File: src/rtl/core/mpc_pkg.sv
// Package for the matrix property checker: shared constants, register codes
// and the element position word passed from the index stage to the checker.
// No dependencies.
package mpc_pkg;

  localparam int DEF_MAX_ORDER    = 32;
  localparam int DEF_ELEMENT_BITS = 32;

  localparam int ORDER_REG_BITS = 6;
  localparam int DIAG_SUM_BITS  = 32;
  localparam int APB_ADDR_BITS  = 3;
  localparam int APB_DATA_BITS  = 32;

  // Register index codes (paddr[2])
  localparam logic REG_MATRIX_ORDER = 1'b0;

  localparam logic [ORDER_REG_BITS-1:0] ORDER_RESET = ORDER_REG_BITS'(1);

  // Where the current element sits in the matrix
  typedef struct packed {
    logic is_upper;  // above the main diagonal
    logic is_lower;  // below the main diagonal
    logic on_diag;   // on the main or the anti diagonal
    logic is_last;   // final element of the matrix
  } pos_t;

endpackage

File: src/rtl/core/mpc_cfg_regs.sv
// APB register block of the matrix property checker: holds the order register
// and the derived last index. Depends on mpc_pkg.
module mpc_cfg_regs import mpc_pkg::*; #(
  parameter int MAX_ORDER = DEF_MAX_ORDER,
  parameter int IDX_BITS  = $clog2(MAX_ORDER)
) (
  input  logic                      clk,
  input  logic                      rst,
  input  logic                      psel,
  input  logic                      penable,
  input  logic                      pwrite,
  input  logic [APB_ADDR_BITS-1:0]  paddr,
  input  logic [APB_DATA_BITS-1:0]  pwdata,
  output logic [APB_DATA_BITS-1:0]  prdata,
  output logic                      pready,
  output logic [IDX_BITS-1:0]       last_idx,
  output logic                      restart
);

  localparam logic [ORDER_REG_BITS:0] MAX_ORD_W = (ORDER_REG_BITS+1)'(MAX_ORDER);

  logic [ORDER_REG_BITS-1:0] matrix_order;
  logic [ORDER_REG_BITS-1:0] wr_order;
  logic [IDX_BITS-1:0]       last_idx_next;
  logic                      wr_en;

  assign pready   = 1'b1;
  assign wr_en    = psel && penable && pwrite && (paddr[2] == REG_MATRIX_ORDER);
  assign restart  = wr_en;
  assign wr_order = pwdata[ORDER_REG_BITS-1:0];

  // Clamp the order to 1..MAX_ORDER and keep n-1
  always_comb begin
    if (wr_order == '0) begin
      last_idx_next = '0;
    end else if ({1'b0, wr_order} > MAX_ORD_W) begin
      last_idx_next = IDX_BITS'(MAX_ORDER - 1);
    end else begin
      last_idx_next = IDX_BITS'(wr_order - ORDER_REG_BITS'(1));
    end
  end

  always_ff @(posedge clk) begin
    if (rst) begin
      matrix_order <= ORDER_RESET;
      last_idx     <= '0;
    end else if (wr_en) begin
      matrix_order <= wr_order;
      last_idx     <= last_idx_next;
    end
  end

  always_comb begin
    prdata = '0;
    if (paddr[2] == REG_MATRIX_ORDER) begin
      prdata = APB_DATA_BITS'(matrix_order);
    end
  end

endmodule

File: config.mk
export PLATFORM = sky130hd
export DESIGN_NAME = mpc_cfg_regs
export DESIGN_NICKNAME = d
export VERILOG_FILES = /design/src/rtl/core/mpc_pkg.sv /design/src/rtl/core/mpc_cfg_regs.sv
export SDC_FILE = /design/constraint.sdc
export NUM_CORES = 1
export LEC_CHECK = 0
export BUFFER_PORTS_ARGS = -buffer_cell sky130_fd_sc_hd__buf_2
export CELL_PAD_IN_SITES_DETAIL_PLACEMENT = 0
export CELL_PAD_IN_SITES_GLOBAL_PLACEMENT = 2
export CORE_ASPECT_RATIO = 1.5
export CORE_MARGIN = 2
export CORE_UTILIZATION = 17
export CTS_CLUSTER_DIAMETER = 150
export DETAILED_ROUTE_END_ITERATION = 8
export PLACE_DENSITY_LB_ADDON = 0.1
export SLEW_MARGIN = 20
export SYNTH_ARGS = -nofsm -noshare
export SYNTH_HDL_FRONTEND = slang
export SYNTH_SLANG_ARGS = --single-unit
File: constraint.sdc
create_clock -name clk -period 1.7 [get_ports clk]
set_clock_uncertainty 0.15 [all_clocks]
set_input_delay 0.17 -clock clk [delete_from_list [all_inputs] [get_ports clk]]
set_output_delay 0.17 -clock clk [all_outputs]
set_load 0.03 [all_outputs]
== Word level (Yosys, flattened, before mapping) ==
Cells that the tools add are included.
Word-level totals
  register bits: 11
  memory bits (read-only): 0
  logic and storage cells: 12
  latch bits: 0
  memories: 0
  RAM bits: 0
Operators by class
  eq/ne operators: 0
  bitwise gates (word level): 1
  shifts and indexed selects: 0
  reduce and logical (&&, ||, !) cells: 4
  div/mod/pow operators: 0
  $mul: 0
  muxes and demuxes: 3
  add/subtract/negate cells: 1
  $lt $le $gt $ge: 1
Operators with widths (count)
  2-to-1 mux 5 bit: 2
  > comparator 6 bit, second input constant: 1
  logical NOT 6 bit: 1
  2-to-1 mux 6 bit: 1
  subtractor 5 x 1 -> 5 bit, second input constant: 1
  logical AND 1 bit: 3
  NOT 1 bit: 1

== Logic depth before layout (Yosys ltp) ==
Gate-level depths: netlist of run 1.
  word-level depth: 3
  mapped depth: 6
  gate-level depth less buffers: 6

== Worst setup path before layout of run 1 ==
OpenSTA, ideal clock, no wires.
  path kind: input to register
  from: input port pwdata[0]
  to: register last_idx[3]
  arrival time: 1.182 ns
  path slack: 0.233 ns
  setup time: 0.135 ns
  cell stages on the path: 6
  data required time: 1.415 ns
  path buffers: 0
  cell sequence: inv_1 -> ha_1 -> nor4b_2 -> o21ai_1 -> a221oi_1 -> a211oi_1
Between the ends
  cells in the longest elaborated chain, start to end: 3
RTL lines
  start, declared: line mpc_cfg_regs.sv:13  | input logic [APB_DATA_BITS-1:0] pwdata,
  subtractor 5 x 1 -> 5 bit / > comparator 6 bit (equally long branches): line mpc_cfg_regs.sv:39, mpc_cfg_regs.sv:36
  2-to-1 mux 5 bit: line mpc_cfg_regs.sv:36  | end else if ({1'b0, wr_order} > MAX_ORD_W) begin
  2-to-1 mux 5 bit (*): line mpc_cfg_regs.sv:34  | if (wr_order == '0) begin
  end signal, assigned: line mpc_cfg_regs.sv:49  | last_idx <= last_idx_next;
  end, declared: line mpc_cfg_regs.sv:16  | output logic [IDX_BITS-1:0] last_idx,
Mark *: on every way between the ends. The rest lies on a longest branch, timed or not.
A chain may end at the register's enable or synchronous reset.

== Worst setup path after layout of run 1 ==
  from: input port pwdata[0]
  to: register last_idx[1]
The elaborated chain is that of the path after synthesis.

==> results.md, run 1 <==
- Drt first pass iters: 4
- First-pass GRT wire length: 2608 um
- Achievable Freq: 711.3 MHz
- Synth unique cells: 28
- Crit Reg-Reg Endpoint: last_idx[2]
- Period utilisation layout: 82.70%
- Die area: 5287 um^2
- Vias in the first global route: 551
- Cells after DPL: 187
- Outcome: complete, no violations
- Post-Syn Instances: 97
- Area share of and/or/nand/nor cells after synthesis: 23.59%
- Largest net degree at the start of global routing: 13
- Post-synthesis mux area share: 0%
- Final routed DRC violation total: 0
- DIE WIDTH: 60.04 um
- DRT antenna net count: 0
- RSZ-0062 raised after global routing: no
- Mean Syn Cell Area: 8.255 um^2
- 1st-iter DRT viols: 9
- Setup crit start kind: input pin
- Port-buffer cells: 23
- Vias: 628
- Reg clk slew, reported paths: 50 ps
- Initial antenna violation count: 0
- Yosys top cell by area: dfxtp_1
- Post-synthesis adder-cell area fraction: 7.031%
- Starting density of the core: 17.63%
- Total Routed Length: 1807 um
- Syn Std Cell Area: 800.8 um^2
- WL/cell: 9.461 um
- Leak Pwr: 0.4611 nW
- RR Startpoint: last_idx[2]
- VDD IR max: 0.1461 mV
- Core area: 4542 um^2
- Critical setup path kind: input pin to register
- Complex-gate fraction of the synthesized area: 11.56%
- Largest family of logic cells by synthesized area: buffers and inverters
- Final setup vio count: 0
- CTS root buffer: clkbuf_8
- DP Area: 930.9 um^2
- Top cell type's share of synthesized area: 27.50%
- Share of cells above drive strength 1: 29.13%
- Synth top area cells: dfxtp_1 (28%), buf_4 (25%), nor2b_1 (5.5%), nand2_1 (4.7%), a211oi_1 (3.8%)
- Main synth FF type: dfxtp_1
- Cts hold-fix bufs: 0
- CTS tree: done
- Tot Pwr: 0.7127 mW
- H-tree levels: 1
- Worst-Skew Late Latency: 230 ps
- CP Capture Type: register
- Total grt overflow: 0
- Ports: 79
- R2R setup slack: 880 ps
- Finished Cell Area: 975.9 um^2
- Hold EP: matrix_order[5]
- GRT Total Usage: 6.827%
- Num rows: 30
- FF-to-FF path depth: 2
- Min Tclk post-route: 1406 ps
- TNS Setup: 0 ps
- Hold path depth: 3
- Final hold vios: 0
- Min-delay src: pwdata[5]
- CTS Buffer Depth: 2
- CTS buffer count: 3
- Async SR Flop Fraction: 0%
- Worst Path Arrival: 1400 ps
- Yosys Warn Count: 0
- CTS resizes: 0
- CP Cell Sequence: buf_2, inv_1, ha_1, nor4b_2, buf_4, maj3_1, a211oi_1
- CP max-delay cell: maj3_1
- Via density per instance: 3.288
- CP required: 1700 ps
- Fin nets: 170
- XOR/XNOR Fraction of Synth Area: 1.094%
- Pre-CTS WS: 35.30 ps
- Area growth syn-to-layout: 21.88%
- Max Fanout on Critical Path: 3
- Worst setup margin: 294.1 ps
- Routability cong.: 0.6737
- Seq/Total Area, Yosys: 27.50%
- Max-cap viol count: 0
- Yosys reg bits: 11
- Die H: 88.06 um
- Hold WC Path Type: input pin to register
- Post-Layout Cell Count: 191
- Post-synth EDFFs: 0
- Pwr/cell area: 730.3 nW/um^2
- Post-DP HPWL: 1598 um
- CP max stage delay: 350 ps
- Clk sinks: 11
- Setup Fix Bufs, Post-CTS: 0
- Ant. Diodes: 0
- Slew Viols, Final: 0
## per-stage QoR
step / util [%] / hold slack (ps)
CTS: 21.49 / 61.36
global placement: 20.50 / 291.3
detailed placement: 20.50 / 293.7
floorplan: - / 125.3
global route: 21.49 / 102.6
finish: 21.49 / 67.27
## layout by cell type (no fill, tap or decap), types with 2 or more instances in the layout
master / n
a21oi_1: 5
nor2_1: 5
maj3_1: 2
ha_1: 2
a211oi_1: 4
clkbuf_8: 3
conb_1: 27
nand2_1: 10
nor2b_1: 7
buf_4: 7
inv_1: 4
dfxtp_1: 11
nor3_1: 2
buf_2: 23
## cell usage after synthesis, types with 2 or more instances
cell type	n
a211oi_1	4
a21oi_1	5
buf_4	27
conb_1	2
dfxtp_1	11
ha_1	2
inv_1	4
maj3_1	2
nand2_1	10
nor2_1	5
nor2b_1	7
nor3_1	2
## state kept, by name (all words and copies together), names as in the netlist
signal and count:
matrix_order 6, last_idx 5
## report_power, final
group	switching (mW)	total, mW	internal [mW]
combinational	0.141	0.185	0.0442
clock	0.0942	0.259	0.164
sequential	0.00315	0.269	0.266
## worst max path at each step
stage	from	cells past startpoint	endpoint
finish	pwdata[0]	7	last_idx[1]
global route	pwdata[0]	7	last_idx[0]
CTS	pwdata[0]	7	last_idx[1]
detailed placement	pwdata[0]	7	last_idx[1]
global placement	pwdata[0]	7	last_idx[1]
floorplan	pwdata[0]	6	last_idx[3]
## critical path: cells and delay by family
family / cells / cell delay (ps)
fa+ha+maj: 2 / 550
buf+inv: 3 / 280
compound gates: 1 / 230
simple gates: 1 / 160
## metal layers
| metal | track usage [%] | up-vias | routed length, um |
|---|---|---|---|
| met2 | 11.96 | 27 | 984 |
| met5 | 0 | - | 0 |
| met1 | 7.250 | 269 | 671 |
| li1 | - | 330 | - |
| met3 | 1.773 | 2 | 137 |
| met4 | 3.636 | 0 | 14 |
## area by class of cell
cell class | instances | area [um^2]
flip-flops and latches | 11 | 220.2
clock buffers | 4 | 45.04
repair buffers | 30 | 167.7
fillers | 534 | 3566
inverters | 4 | 15.01
multi-input cells | 78 | 447.9
well taps | 64 | 80.08
## cell families after synthesis
group / count (synthesis)
adders and majority gates: 5
and+or+nand+nor: 31
other: 2
buffers and inverters: 33
xor gates and xnor gates: 1
DFF: 11
AOI/OAI and AO/OA: 14
Note: power is estimated with default switching activity, not from simulation.
==> run 2: changes to the inputs <==
==> constraint.sdc (replaced) <==
create_clock -name clk -period 1.4 [get_ports clk]
set_clock_uncertainty 0.15 [all_clocks]
set_input_delay 0.14 -clock clk [delete_from_list [all_inputs] [get_ports clk]]
set_output_delay 0.14 -clock clk [all_outputs]
set_load 0.03 [all_outputs]
==> results.md, run 2 (synthesis results as in run 1) <==
- CTS root buffer: clkbuf_8
- Internal Power: 0.5887 mW (+24%)
- Clock share of power: 35.7% (-0.6 points)
- Leak Pwr: 0.4934 nW (+7.0%)
- Comb power frac: 27.7% (+1.7 points)
- Cts hold-fix bufs: 0 (unchanged)
- Most common cell after layout, fill and taps aside: conb_1
- Critical setup path kind: input pin to register
- Total Routed Length: 1940 um (+7.4%)
- Pre-CTS WS: -202.2 ps (-237.5 ps)
- Hold WC Path Type: input pin to register
- CTS tree: done
- H-tree levels: 1 (unchanged)
- CP required: 1410 ps (-290 ps)
- Max Fanout on Critical Path: 4 (+1)
- FF-to-FF path depth: 2 (unchanged)
- Final routed DRC violation total: 0 (unchanged)
- Num rows: 30 (unchanged)
- GRT Total Usage: 7.323% (+0.50 points)
- RSZ-0062 raised after global routing: no
- Vias in the first global route: 597 (+8.3%)
- Die H: 88.06 um (unchanged)
- VDD IR max: 0.2410 mV (+65%)
- CP Capture Type: register
- 1st-iter DRT viols: 8 (-1)
- Outcome: complete, no violations
- DRT antenna net count: 0 (unchanged)
- Ports: 79 (unchanged)
- Final hold vios: 0 (unchanged)
- Flop pwr share: 36.6% (-1.1 points)
- Ant. Diodes: 0 (unchanged)
- Max reg flops: 6 (unchanged)
- CTS buffer count: 3 (unchanged)
- DIE WIDTH: 60.04 um (unchanged)
- Switching pwr: 0.3037 mW (+27%)
- WL/cell: 9.898 um (+4.6%)
- Final setup vio count: 0 (unchanged)
- Die area: 5287 um^2 (unchanged)
- Total grt overflow: 0 (unchanged)
- Worst-Skew Late Latency: 230 ps (about the same)
- Hold path depth: 3 (unchanged)
- Setup crit start kind: input pin
- Via density per instance: 3.459 (+5.2%)
- Commonest cells after routing, fill and taps aside: conb_1 (27), buf_2 (23), buf_4 (12)
- Worst Path Arrival: 1330 ps (-70 ps)
- Drt first pass iters: 4 (unchanged)
- Pwr/cell area: 854.1 nW/um^2 (+17%)
- Largest net degree at the start of global routing: 13 (unchanged)
- Achievable Freq: 760.3 MHz
- Port-buffer cells: 23 (unchanged)
- Share of cells above drive strength 1: 35.61% (+6.5 points)
- R2R setup slack: 600 ps (-280 ps)
- Reg clk slew, reported paths: 50 ps (about the same)
- Routability cong.: 0.6886 (+2.2%)
- Fin nets: 175 (+2.9%)
- Vias: 678 (+8.0%)
- Area growth syn-to-layout: 30.47%
- CTS Buffer Depth: 2 (unchanged)
- Clk sinks: 11 (unchanged)
- Biggest regs: matrix_order (6), last_idx (5)
- Critical path origin: pwdata[0]
- Crit path capture: last_idx[2]
- Post-Route Utilization: 23.00% (+1.5 points)
- Sw Share: 34.03% (+0.58 points)
- Period utilisation layout: 93.94%
- Crit Reg-Reg Endpoint: last_idx[3]
- Top reg by flops: matrix_order
- Worst setup margin: 84.81 ps (-209.3 ps)
- Initial antenna violation count: 0 (unchanged)
- Min Tclk post-route: 1315 ps
- Max-cap viol count: 0 (unchanged)
- First-pass GRT wire length: 2815 um (+7.9%)
- Slew Viols, Final: 0 (unchanged)
- RR Startpoint: last_idx[3]
- Post-DP HPWL: 1687 um (+5.5%)
- Core area: 4542 um^2 (unchanged)
- Starting density of the core: 17.63% (unchanged)
run 2: power groups by stage:
stage	Clock [mW]	Combinational [mW]	Sequential (mW)
detailed placement	0	0.242	0.333
global route	0.342	0.268	0.327
finish	0.319	0.247	0.326
global placement	0	0.243	0.333
CTS	0.335	0.242	0.326
floorplan	0	0.213	0.342
run 2: worst max-delay path: stages:
cell      delay (ps)
buf_2             90
inv_1             50
buf_4            130
ha_1             240
xnor2_1          160
maj3_2           320
a211oi_2         200
run 2: worst min-delay path by stage:
stage,to,slack [ps],from
floorplan,last_idx[4],100,rst
finish,matrix_order[5],50,pwdata[5]
detailed placement,matrix_order[1],290,matrix_order[1]
CTS,matrix_order[5],50,pwdata[5]
global placement,matrix_order[0],290,matrix_order[0]
global route,matrix_order[5],70,pwdata[5]
run 2: final cells by class:
type | count | area, um^2
multi-input combinational | 78 | 479.2
tap | 64 | 80.08
fill | 535 | 3497
timing repair buffer | 35 | 205.2
inverter | 4 | 15.01
sequential | 11 | 220.2
clock buffer | 4 | 45.04
run 2: per-layer routing:
metal | up-vias | wire length [um] | GRT usage [%]
met1 | 305 | 749 | 7.597
met2 | 28 | 1044 | 13.54
met5 | - | 0 | 0
met4 | 0 | 8 | 3.636
met3 | 2 | 137 | 1.329
li1 | 343 | - | -
run 2: what timing repair did:
action	4_1_cts	5_1_grt
setup buffers	0	0
endpoints found under the hold margin	0	0
endpoints found under the setup margin	0	4
resized for setup	0	5
run 2: per-stage QoR:
step | instances | total power, mW | instance area [um^2] | hold slack, ps | TNS [ps]
after floorplan | 122 | 0.5551 | 903.4 | 95.34 | 0
after global placement | 192 | 0.5755 | 977.2 | 292.8 | -832.1
after detailed placement | 192 | 0.5747 | 977.2 | 293.0 | -868.1
after CTS | 196 | 0.9030 | 1022 | 45.45 | 0
after global routing | 196 | 0.9373 | 1045 | 70.67 | 0
final | 196 | 0.8924 | 1045 | 47.31 | 0
