$ cat config.mk
export PLATFORM = sky130hd
export DESIGN_NAME = mpc_accum
export DESIGN_NICKNAME = d
export VERILOG_FILES = /design/src/rtl/core/mpc_pkg.sv /design/src/rtl/core/mpc_accum.sv
export SDC_FILE = /design/constraint.sdc
export NUM_CORES = 1
export LEC_CHECK = 0
export BUFFER_PORTS_ARGS = -buffer_cell sky130_fd_sc_hd__buf_2
export CAP_MARGIN = 20
export CELL_PAD_IN_SITES_DETAIL_PLACEMENT = 0
export CELL_PAD_IN_SITES_GLOBAL_PLACEMENT = 2
export CORE_MARGIN = 2
export CORE_UTILIZATION = 40
export CTS_BUF_LIST = sky130_fd_sc_hd__clkbuf_4
export CTS_CLUSTER_SIZE = 10
export DETAILED_ROUTE_END_ITERATION = 16
export GPL_TIMING_DRIVEN = 0
export PLACE_DENSITY_LB_ADDON = 0.1
export SETUP_SLACK_MARGIN = 0.5
export SYNTH_ARGS = -nofsm -noshare
export SYNTH_HDL_FRONTEND = slang
export SYNTH_SLANG_ARGS = --single-unit
$ cat constraint.sdc
create_clock -name clk -period 6.94 [get_ports clk]
set_input_delay 0.694 -clock clk [delete_from_list [all_inputs] [get_ports clk]]
set_output_delay 0.694 -clock clk [all_outputs]
set_load 0.01 [all_outputs]
$ cat src/rtl/core/mpc_pkg.sv
// Package for the matrix property checker: shared constants, register codes
// and the element position word passed from the index stage to the checker.
// No dependencies.
package mpc_pkg;

  localparam int DEF_MAX_ORDER    = 32;
  localparam int DEF_ELEMENT_BITS = 32;

  localparam int ORDER_REG_BITS = 6;
  localparam int DIAG_SUM_BITS  = 32;
  localparam int APB_ADDR_BITS  = 3;
  localparam int APB_DATA_BITS  = 32;

  // Register index codes (paddr[2])
  localparam logic REG_MATRIX_ORDER = 1'b0;

  localparam logic [ORDER_REG_BITS-1:0] ORDER_RESET = ORDER_REG_BITS'(1);

  // Where the current element sits in the matrix
  typedef struct packed {
    logic is_upper;  // above the main diagonal
    logic is_lower;  // below the main diagonal
    logic on_diag;   // on the main or the anti diagonal
    logic is_last;   // final element of the matrix
  } pos_t;

endpackage

$ cat src/rtl/core/mpc_accum.sv
// Check stage of the matrix property checker: running flags, diagonal sum and
// the result register. Depends on mpc_pkg.
module mpc_accum import mpc_pkg::*; #(
  parameter int ELEMENT_BITS = DEF_ELEMENT_BITS
) (
  input  logic                            clk,
  input  logic                            rst,
  input  logic                            restart,
  input  logic                            accept,
  input  pos_t                            pos,
  input  logic [ELEMENT_BITS-1:0]         value,
  input  logic [ELEMENT_BITS-1:0]         mirror,
  output logic                            hold,
  output logic                            result_valid,
  input  logic                            result_stall,
  output logic                            is_symmetric,
  output logic                            is_diagonal,
  output logic                            is_lower_triangular,
  output logic signed [DIAG_SUM_BITS-1:0] diagonal_sum
);

  logic                    s1_valid;
  pos_t                    s1_pos;
  logic [ELEMENT_BITS-1:0] s1_value;
  logic                    advance;
  logic                    sym;
  logic                    upper_zero;
  logic                    lower_zero;
  logic [ELEMENT_BITS-1:0] sum;
  logic                    sym_next;
  logic                    upper_zero_next;
  logic                    lower_zero_next;
  logic [ELEMENT_BITS-1:0] sum_next;
  logic                    nonzero;

  // Only the final element can be blocked, by an untaken result
  assign hold    = s1_valid && s1_pos.is_last && result_valid && result_stall;
  assign advance = s1_valid && !hold;
  assign nonzero = (s1_value != '0);

  always_comb begin
    sym_next        = sym && !(s1_pos.is_lower && (s1_value != mirror));
    upper_zero_next = upper_zero && !(s1_pos.is_upper && nonzero);
    lower_zero_next = lower_zero && !(s1_pos.is_lower && nonzero);
    sum_next        = s1_pos.on_diag ? sum + s1_value : sum;
  end

  always_ff @(posedge clk) begin
    if (rst) begin
      s1_valid <= 1'b0;
    end else if (accept) begin
      s1_valid <= 1'b1;
    end else if (advance) begin
      s1_valid <= 1'b0;
    end
  end

  always_ff @(posedge clk) begin
    if (accept) begin
      s1_pos   <= pos;
      s1_value <= value;
    end
  end

  always_ff @(posedge clk) begin
    if (rst || restart) begin
      sym        <= 1'b1;
      upper_zero <= 1'b1;
      lower_zero <= 1'b1;
      sum        <= '0;
    end else if (advance) begin
      if (s1_pos.is_last) begin
        sym        <= 1'b1;
        upper_zero <= 1'b1;
        lower_zero <= 1'b1;
        sum        <= '0;
      end else begin
        sym        <= sym_next;
        upper_zero <= upper_zero_next;
        lower_zero <= lower_zero_next;
        sum        <= sum_next;
      end
    end
  end

  always_ff @(posedge clk) begin
    if (rst) begin
      result_valid <= 1'b0;
    end else if (advance && s1_pos.is_last) begin
      result_valid <= 1'b1;
    end else if (!result_stall) begin
      result_valid <= 1'b0;
    end
  end

  always_ff @(posedge clk) begin
    if (advance && s1_pos.is_last) begin
      is_symmetric        <= sym_next;
      is_diagonal         <= upper_zero_next && lower_zero_next;
      is_lower_triangular <= upper_zero_next;
      diagonal_sum        <= DIAG_SUM_BITS'(sum_next);
    end
  end

endmodule

# Word-level counts from Yosys, hierarchy flattened
# Cells that the tools add are included.
[word_totals] reg_bits=108 elab_cells=46
[op_classes] reduce_logical=19 eq_ne=2 muxes=9 add_sub_neg=1
[ops] operator="$mux 32" n=2
[ops] operator="$add 32x32->32" n=1
[ops] operator="$ne 32x32->1" n=1
[ops] operator="$reduce_bool 32->1" n=1
[ops] operator="$logic_and 1x1->1" n=12
[ops] operator="$mux 1" n=7
[ops] operator="$logic_not 1->1" n=4
[ops] operator="$ne 2x1->1 const B" n=1
[ops] operator="$reduce_bool 2->1" n=1
[ops] operator="$logic_or 1x1->1" n=1

# Longest topological paths before layout
[logic_depth] depth_word=7 mapped_depth=10

# Least setup slack after synthesis
# No wires, ideal clock.
[synth_path] path_kind="input-to-reg" startpoint="input result_stall" endpoint="register sum[31]" setup_slack_ps=3774 arrival_ps=3048 stages=5 n_path_buf=0 required_ps=6822 path_cell_list="a21oi_1 > nor2_1 > nand2_1 > a41o_1 > o21ai_1"
[synth_between] elab_chain_cells=3
[synth_rtl] item="start: declaration" line="mpc_accum.sv:15" source="input logic result_stall,"
[synth_rtl] item="$logic_and 1x1->1" line="mpc_accum.sv:37" source="assign hold = s1_valid && s1_pos.is_last && result_valid && result_stall;"
[synth_rtl] item="$logic_not 1->1" line="mpc_accum.sv:38" source="assign advance = s1_valid && !hold;"
[synth_rtl] item="$logic_and 1x1->1" line="mpc_accum.sv:38"
[synth_rtl] item="end signal: assignment" line="mpc_accum.sv:81" source="sum <= sum_next;"
[synth_rtl] item="end: declaration" line="mpc_accum.sv:29" source="logic [ELEMENT_BITS-1:0] sum;"
# No other way between the ends.
# A chain may end at the register's enable or synchronous reset.

# Worst setup path after layout
[layout_path] startpoint="register s1_value[0]" endpoint="register diagonal_sum[24], data pin"
[layout_between] elab_chain_cells=2
[layout_rtl] item="start: declaration" line="mpc_accum.sv:24" source="logic [ELEMENT_BITS-1:0] s1_value;"
[layout_rtl] item="start signal: assignment" line="mpc_accum.sv:61" source="s1_value <= value;"
[layout_rtl] item="$add 32x32->32" line="mpc_accum.sv:45" source="sum_next = s1_pos.on_diag ? sum + s1_value : sum;"
[layout_rtl] item="$mux 32" line="mpc_accum.sv:45"
[layout_rtl] item="named net sum_next[24]" line="mpc_accum.sv:33" source="logic [ELEMENT_BITS-1:0] sum_next;"
[layout_rtl] item="end signal: assignment" line="mpc_accum.sv:101" source="diagonal_sum <= DIAG_SUM_BITS'(sum_next);"
[layout_rtl] item="end: declaration" line="mpc_accum.sv:19" source="output logic signed [DIAG_SUM_BITS-1:0] diagonal_sum"
# The timed path passes the listed nets, and every way through them passes these cells.

==> flow_summary.html <==
<table>
<tr><th>Metric</th><th>Value</th></tr>
<tr><th colspan="2">Status</th></tr>
<tr><td>Status</td><td>finished, final reports clean</td></tr>
<tr><th colspan="2">Synthesis</th></tr>
<tr><td>Commonest register cell after synthesis</td><td>sky130_fd_sc_hd__edfxtp_1</td></tr>
<tr><td>Number of synthesized flops with an enable pin</td><td>71</td></tr>
<tr><td>Synthesized area divided by synthesized cell count</td><td>11.0 sq um</td></tr>
<tr><td>Sequential area share after synthesis</td><td>47.7%</td></tr>
<tr><td>Proportion of register bits with asynchronous set or reset after synthesis</td><td>0%</td></tr>
<tr><td>Post-Synthesis Net Count</td><td>652</td></tr>
<tr><td>Total of flip-flops plus latches after synthesis</td><td>108</td></tr>
<tr><td>Synth warn</td><td>0</td></tr>
<tr><td>Synth unique cells</td><td>62</td></tr>
<tr><td>Netlist Area Pre-Place</td><td>0.00602 sq mm</td></tr>
<tr><td>Count of mapped cells out of synthesis</td><td>547</td></tr>
<tr><th colspan="2">Critical path</th></tr>
<tr><td>Arrival time at the worst endpoint</td><td>3720 ps</td></tr>
<tr><td>Type of element launching the critical path</td><td>flop</td></tr>
<tr><td>Worst Path Required</td><td>7270 ps</td></tr>
<tr><td>Depth of the worst register-to-register path</td><td>10</td></tr>
<tr><td>Endpoint of the lowest-slack register-to-register path</td><td>diagonal_sum[24]</td></tr>
<tr><td>Path type of the worst setup path</td><td>reg -&gt; reg</td></tr>
<tr><td>Crit path capture type</td><td>flop</td></tr>
<tr><td>Crit Reg-Reg Startpoint</td><td>s1_value[0]</td></tr>
<tr><td>Max Fanout on Critical Path</td><td>4</td></tr>
<tr><td>R2R setup slack</td><td>3540 ps</td></tr>
<tr><th colspan="2">Pwr</th></tr>
<tr><td>Pwr dens</td><td>191 mW/mm^2</td></tr>
<tr><td>Leakage power</td><td>2.94 nW</td></tr>
<tr><td>VDD IR max</td><td>0.140 mV</td></tr>
<tr><th colspan="2">Floorplanning</th></tr>
<tr><td>Chip Height</td><td>127 um</td></tr>
<tr><td>Top Ports</td><td>110</td></tr>
<tr><td>Starting utilization of the core area</td><td>41.1%</td></tr>
<tr><td>Core Rows</td><td>44</td></tr>
<tr><td>Floorplan Core Area</td><td>0.0146 sq mm</td></tr>
<tr><td>Chip Width</td><td>127 um</td></tr>
<tr><td>Die Footprint</td><td>0.0160 sq mm</td></tr>
<tr><th colspan="2">Global route</th></tr>
<tr><td>GRT Util Overall</td><td>22.0%</td></tr>
<tr><td>Grt ovf</td><td>0</td></tr>
<tr><td>Vias in the first global route</td><td>4773</td></tr>
<tr><td>Initial antenna violation count</td><td>0</td></tr>
<tr><td>Pin count of the biggest net entering global routing</td><td>38</td></tr>
<tr><td>Wire length of the first global-routing pass</td><td>26.6 mm</td></tr>
<tr><th colspan="2">Timing</th></tr>
<tr><td>Final number of max-transition violations</td><td>0</td></tr>
<tr><td>Post-route worst hold slack</td><td>352 ps</td></tr>
<tr><td>Worst slew pin tran</td><td>929 ps</td></tr>
<tr><td>Setup repair after global routing missed its margin</td><td>no</td></tr>
<tr><td>Setup violation total in the final timing report</td><td>0</td></tr>
<tr><td>Post-route minimum period</td><td>3400 ps</td></tr>
<tr><td>Post-route clock period utilization</td><td>49.0%</td></tr>
<tr><td>Worst slew margin relative to its limit</td><td>38.1%</td></tr>
<tr><td>Layout Skew</td><td>27.1 ps</td></tr>
<tr><td>Hold Violations, Final</td><td>0</td></tr>
<tr><td>Highest attainable clock frequency</td><td>0.294 GHz</td></tr>
<tr><td>Setup TNS</td><td>0 ps</td></tr>
<tr><th colspan="2">Final layout</th></tr>
<tr><td>Number of fillers in the final layout</td><td>1402</td></tr>
<tr><td>Fraction of layout instances using a drive strength above 1</td><td>25.9%</td></tr>
<tr><td>Area growth from synthesis to layout</td><td>16.4%</td></tr>
<tr><td>Nets@finish</td><td>773</td></tr>
<tr><td>Storage cell area</td><td>0.00287 sq mm</td></tr>
<tr><td>Footprint of the multi-input gates</td><td>0.00305 sq mm</td></tr>
<tr><td>Final standard cell area without fillers</td><td>0.00701 sq mm</td></tr>
<tr><td>Diode count</td><td>0</td></tr>
<tr><th colspan="2">Hold path</th></tr>
<tr><td>Hold Startpoint</td><td>value[9]</td></tr>
<tr><td>Endpoint, Worst Hold</td><td>s1_value[9]</td></tr>
<tr><td>Worst hold path class</td><td>in -&gt; reg</td></tr>
<tr><td>Number of instances on the worst hold path</td><td>1</td></tr>
<tr><th colspan="2">Clock tree</th></tr>
<tr><td>Cts hold-fix bufs</td><td>0</td></tr>
<tr><td>Number of clock sinks</td><td>108</td></tr>
<tr><td>Clk pin slew, worst setup/hold paths</td><td>180 ps</td></tr>
<tr><td>Clock insertion delay at the later pin of the skew report</td><td>500 ps</td></tr>
<tr><td>CTS-repair resized insts</td><td>0</td></tr>
<tr><td>Root Driver</td><td>sky130_fd_sc_hd__clkbuf_4</td></tr>
<tr><td>CTS Buffer Depth</td><td>2</td></tr>
<tr><td>Count of H-tree levels built during CTS</td><td>3</td></tr>
<tr><td>Post-CTS setup buffer count</td><td>0</td></tr>
<tr><td>TritonCTS clock tree</td><td>yes</td></tr>
<tr><td>CTS buffer count</td><td>9</td></tr>
<tr><th colspan="2">Routing</th></tr>
<tr><td>DRT antenna net count</td><td>0</td></tr>
<tr><td>Iter 0 DRT Violations</td><td>277</td></tr>
<tr><td>Ratio of routed vias to standard cells</td><td>5.53</td></tr>
<tr><td>Routed vias</td><td>4736</td></tr>
<tr><td>Router iterations before antenna repair</td><td>4</td></tr>
<tr><td># DRC</td><td>0</td></tr>
<tr><td>Per-cell routed wire length</td><td>19.9 um</td></tr>
<tr><td>Wire length reported by the detailed router</td><td>17.1 mm</td></tr>
<tr><th colspan="2">Placement</th></tr>
<tr><td>Placed cell area</td><td>0.00684 sq mm</td></tr>
<tr><td>Input/output buffers</td><td>109</td></tr>
<tr><td>Hpwl dp</td><td>13.1 mm</td></tr>
<tr><td>Final estimated routing congestion in global placement</td><td>0.873</td></tr>
<tr><th colspan="2">Job</th></tr>
<tr><td>Maxcap violations</td><td>0</td></tr>
</table>
state kept, by name, indices dropped and copies added, names as in the netlist, 4 cells and up:
name and flops:
sum 32, diagonal_sum 32, s1_value 32, s1_pos 4
placed cells by master (no fill, tap or decap), types with 10 or more instances in the layout:
| cell type | n |
|---|---|
| sky130_fd_sc_hd__ha_1 | 31 |
| sky130_fd_sc_hd__a22oi_1 | 10 |
| sky130_fd_sc_hd__mux2_2 | 27 |
| sky130_fd_sc_hd__a22o_1 | 13 |
| sky130_fd_sc_hd__buf_2 | 109 |
| sky130_fd_sc_hd__nor2_1 | 34 |
| sky130_fd_sc_hd__a21o_1 | 21 |
| sky130_fd_sc_hd__edfxtp_1 | 71 |
| sky130_fd_sc_hd__o21ai_0 | 21 |
| sky130_fd_sc_hd__nor4_1 | 18 |
| sky130_fd_sc_hd__dfxtp_1 | 37 |
| sky130_fd_sc_hd__xnor2_1 | 17 |
| sky130_fd_sc_hd__clkbuf_4 | 10 |
| sky130_fd_sc_hd__xor2_1 | 40 |
| sky130_fd_sc_hd__nand3_1 | 11 |
| sky130_fd_sc_hd__a21oi_1 | 26 |
| sky130_fd_sc_hd__nand2_1 | 29 |
| sky130_fd_sc_hd__clkbuf_1 | 16 |
per-stage QoR:
stage               utilization [%]  total power, mW  std cells  setup slack, ps
floorplan                         -            0.882        547             3770
CTS                            47.8             1.35        857             3510
global placement               46.4            0.970        840             2170
detailed placement             46.7            0.972        841             3530
finish                         47.8             1.34        857             3540
global route                   47.8             1.40        857             3310
cells in the mapped netlist, types with 3 or more instances:
cell type	count	area, sq um
sky130_fd_sc_hd__a211oi_1	4	30.0
sky130_fd_sc_hd__a21o_1	21	158
sky130_fd_sc_hd__a21oi_1	27	135
sky130_fd_sc_hd__a21oi_2	3	26.3
sky130_fd_sc_hd__a22o_1	13	114
sky130_fd_sc_hd__a22oi_1	10	75.1
sky130_fd_sc_hd__a31o_2	4	35.0
sky130_fd_sc_hd__a31oi_1	3	18.8
sky130_fd_sc_hd__a32o_1	3	30.0
sky130_fd_sc_hd__and2_1	7	43.8
sky130_fd_sc_hd__and3_1	9	56.3
sky130_fd_sc_hd__clkbuf_1	16	60.1
sky130_fd_sc_hd__dfxtp_1	37	741
sky130_fd_sc_hd__edfxtp_1	71	2130
sky130_fd_sc_hd__ha_1	31	388
sky130_fd_sc_hd__inv_1	8	30.0
sky130_fd_sc_hd__inv_2	3	11.3
sky130_fd_sc_hd__mux2_2	27	304
sky130_fd_sc_hd__nand2_1	29	109
sky130_fd_sc_hd__nand2b_1	7	43.8
sky130_fd_sc_hd__nand3_1	11	55.1
sky130_fd_sc_hd__nand3b_1	3	22.5
sky130_fd_sc_hd__nand4_1	9	56.3
sky130_fd_sc_hd__nor2_1	34	128
sky130_fd_sc_hd__nor2b_1	3	18.8
sky130_fd_sc_hd__nor3_1	4	20.0
sky130_fd_sc_hd__nor4_1	18	113
sky130_fd_sc_hd__o21a_1	5	37.5
sky130_fd_sc_hd__o21ai_0	21	105
sky130_fd_sc_hd__o21ai_1	6	30.0
sky130_fd_sc_hd__o21bai_1	3	22.5
sky130_fd_sc_hd__o41ai_1	3	26.3
sky130_fd_sc_hd__or3_1	4	25.0
sky130_fd_sc_hd__xnor2_1	17	149
sky130_fd_sc_hd__xor2_1	40	350
cells by family after synthesis:
logic type / count (synthesis) / share of synthesized area [%]
AO/OA/AOI/OAI: 151 / 18.2
AND/OR/NAND/NOR: 142 / 12.0
flip-flops: 108 / 47.7
XOR/XNOR: 57 / 8.29
adder cells (fa/ha/maj): 32 / 6.77
buffers and inverters: 29 / 1.81
multiplexers: 28 / 5.22
per-layer routing:
metal	GRT usage, %	part of all wire, %	up-vias
li1	-	-	2327
met1	30.9	48	2270
met2	36.2	46	132
met3	3.80	4.9	7
met4	4.46	0.83	0
met5	0	0	-
worst max-delay path by stage:
stage,from,cells past startpoint,endpoint,slack [ps]
final,s1_value[0],10,diagonal_sum[24],3540
after global routing,s1_value[0],10,diagonal_sum[24],3310
after CTS,s1_value[0],10,diagonal_sum[24],3510
after detailed placement,result_stall,9,sum[24],3530
after global placement,result_stall,6,sum[31],2170
after floorplan,result_stall,5,sum[31],3770
critical path, stage by stage (launching register included):
cell                       delay, ps
sky130_fd_sc_hd__edfxtp_1        470
sky130_fd_sc_hd__ha_1            260
sky130_fd_sc_hd__fa_1            400
sky130_fd_sc_hd__a21o_1          220
sky130_fd_sc_hd__a22oi_1         200
sky130_fd_sc_hd__o21ai_1         180
sky130_fd_sc_hd__o41ai_1         620
sky130_fd_sc_hd__o41ai_1         230
sky130_fd_sc_hd__o21a_1          240
sky130_fd_sc_hd__o21a_1          170
sky130_fd_sc_hd__o31ai_1         230
area by class of cell:
cell class / instances / area share [%]
Multi-Input combinational cell: 410 / 43.5
Sequential cell: 108 / 41.0
Timing Repair Buffer: 110 / 8.18
Tap cell: 184 / 3.29
Clock inverter: 6 / 1.37
Clock buffer: 10 / 1.07
Buffer: 18 / 0.964
Inverter: 11 / 0.589
power breakdown:
part	leakage, nW	total [mW]	internal (mW)	switching, mW
Combinational	1.88	0.208	0.0875	0.121
Clock	0.0891	0.378	0.155	0.223
Sequential	0.972	0.751	0.721	0.0301
No activity file was read; power rests on OpenSTA's default activity.
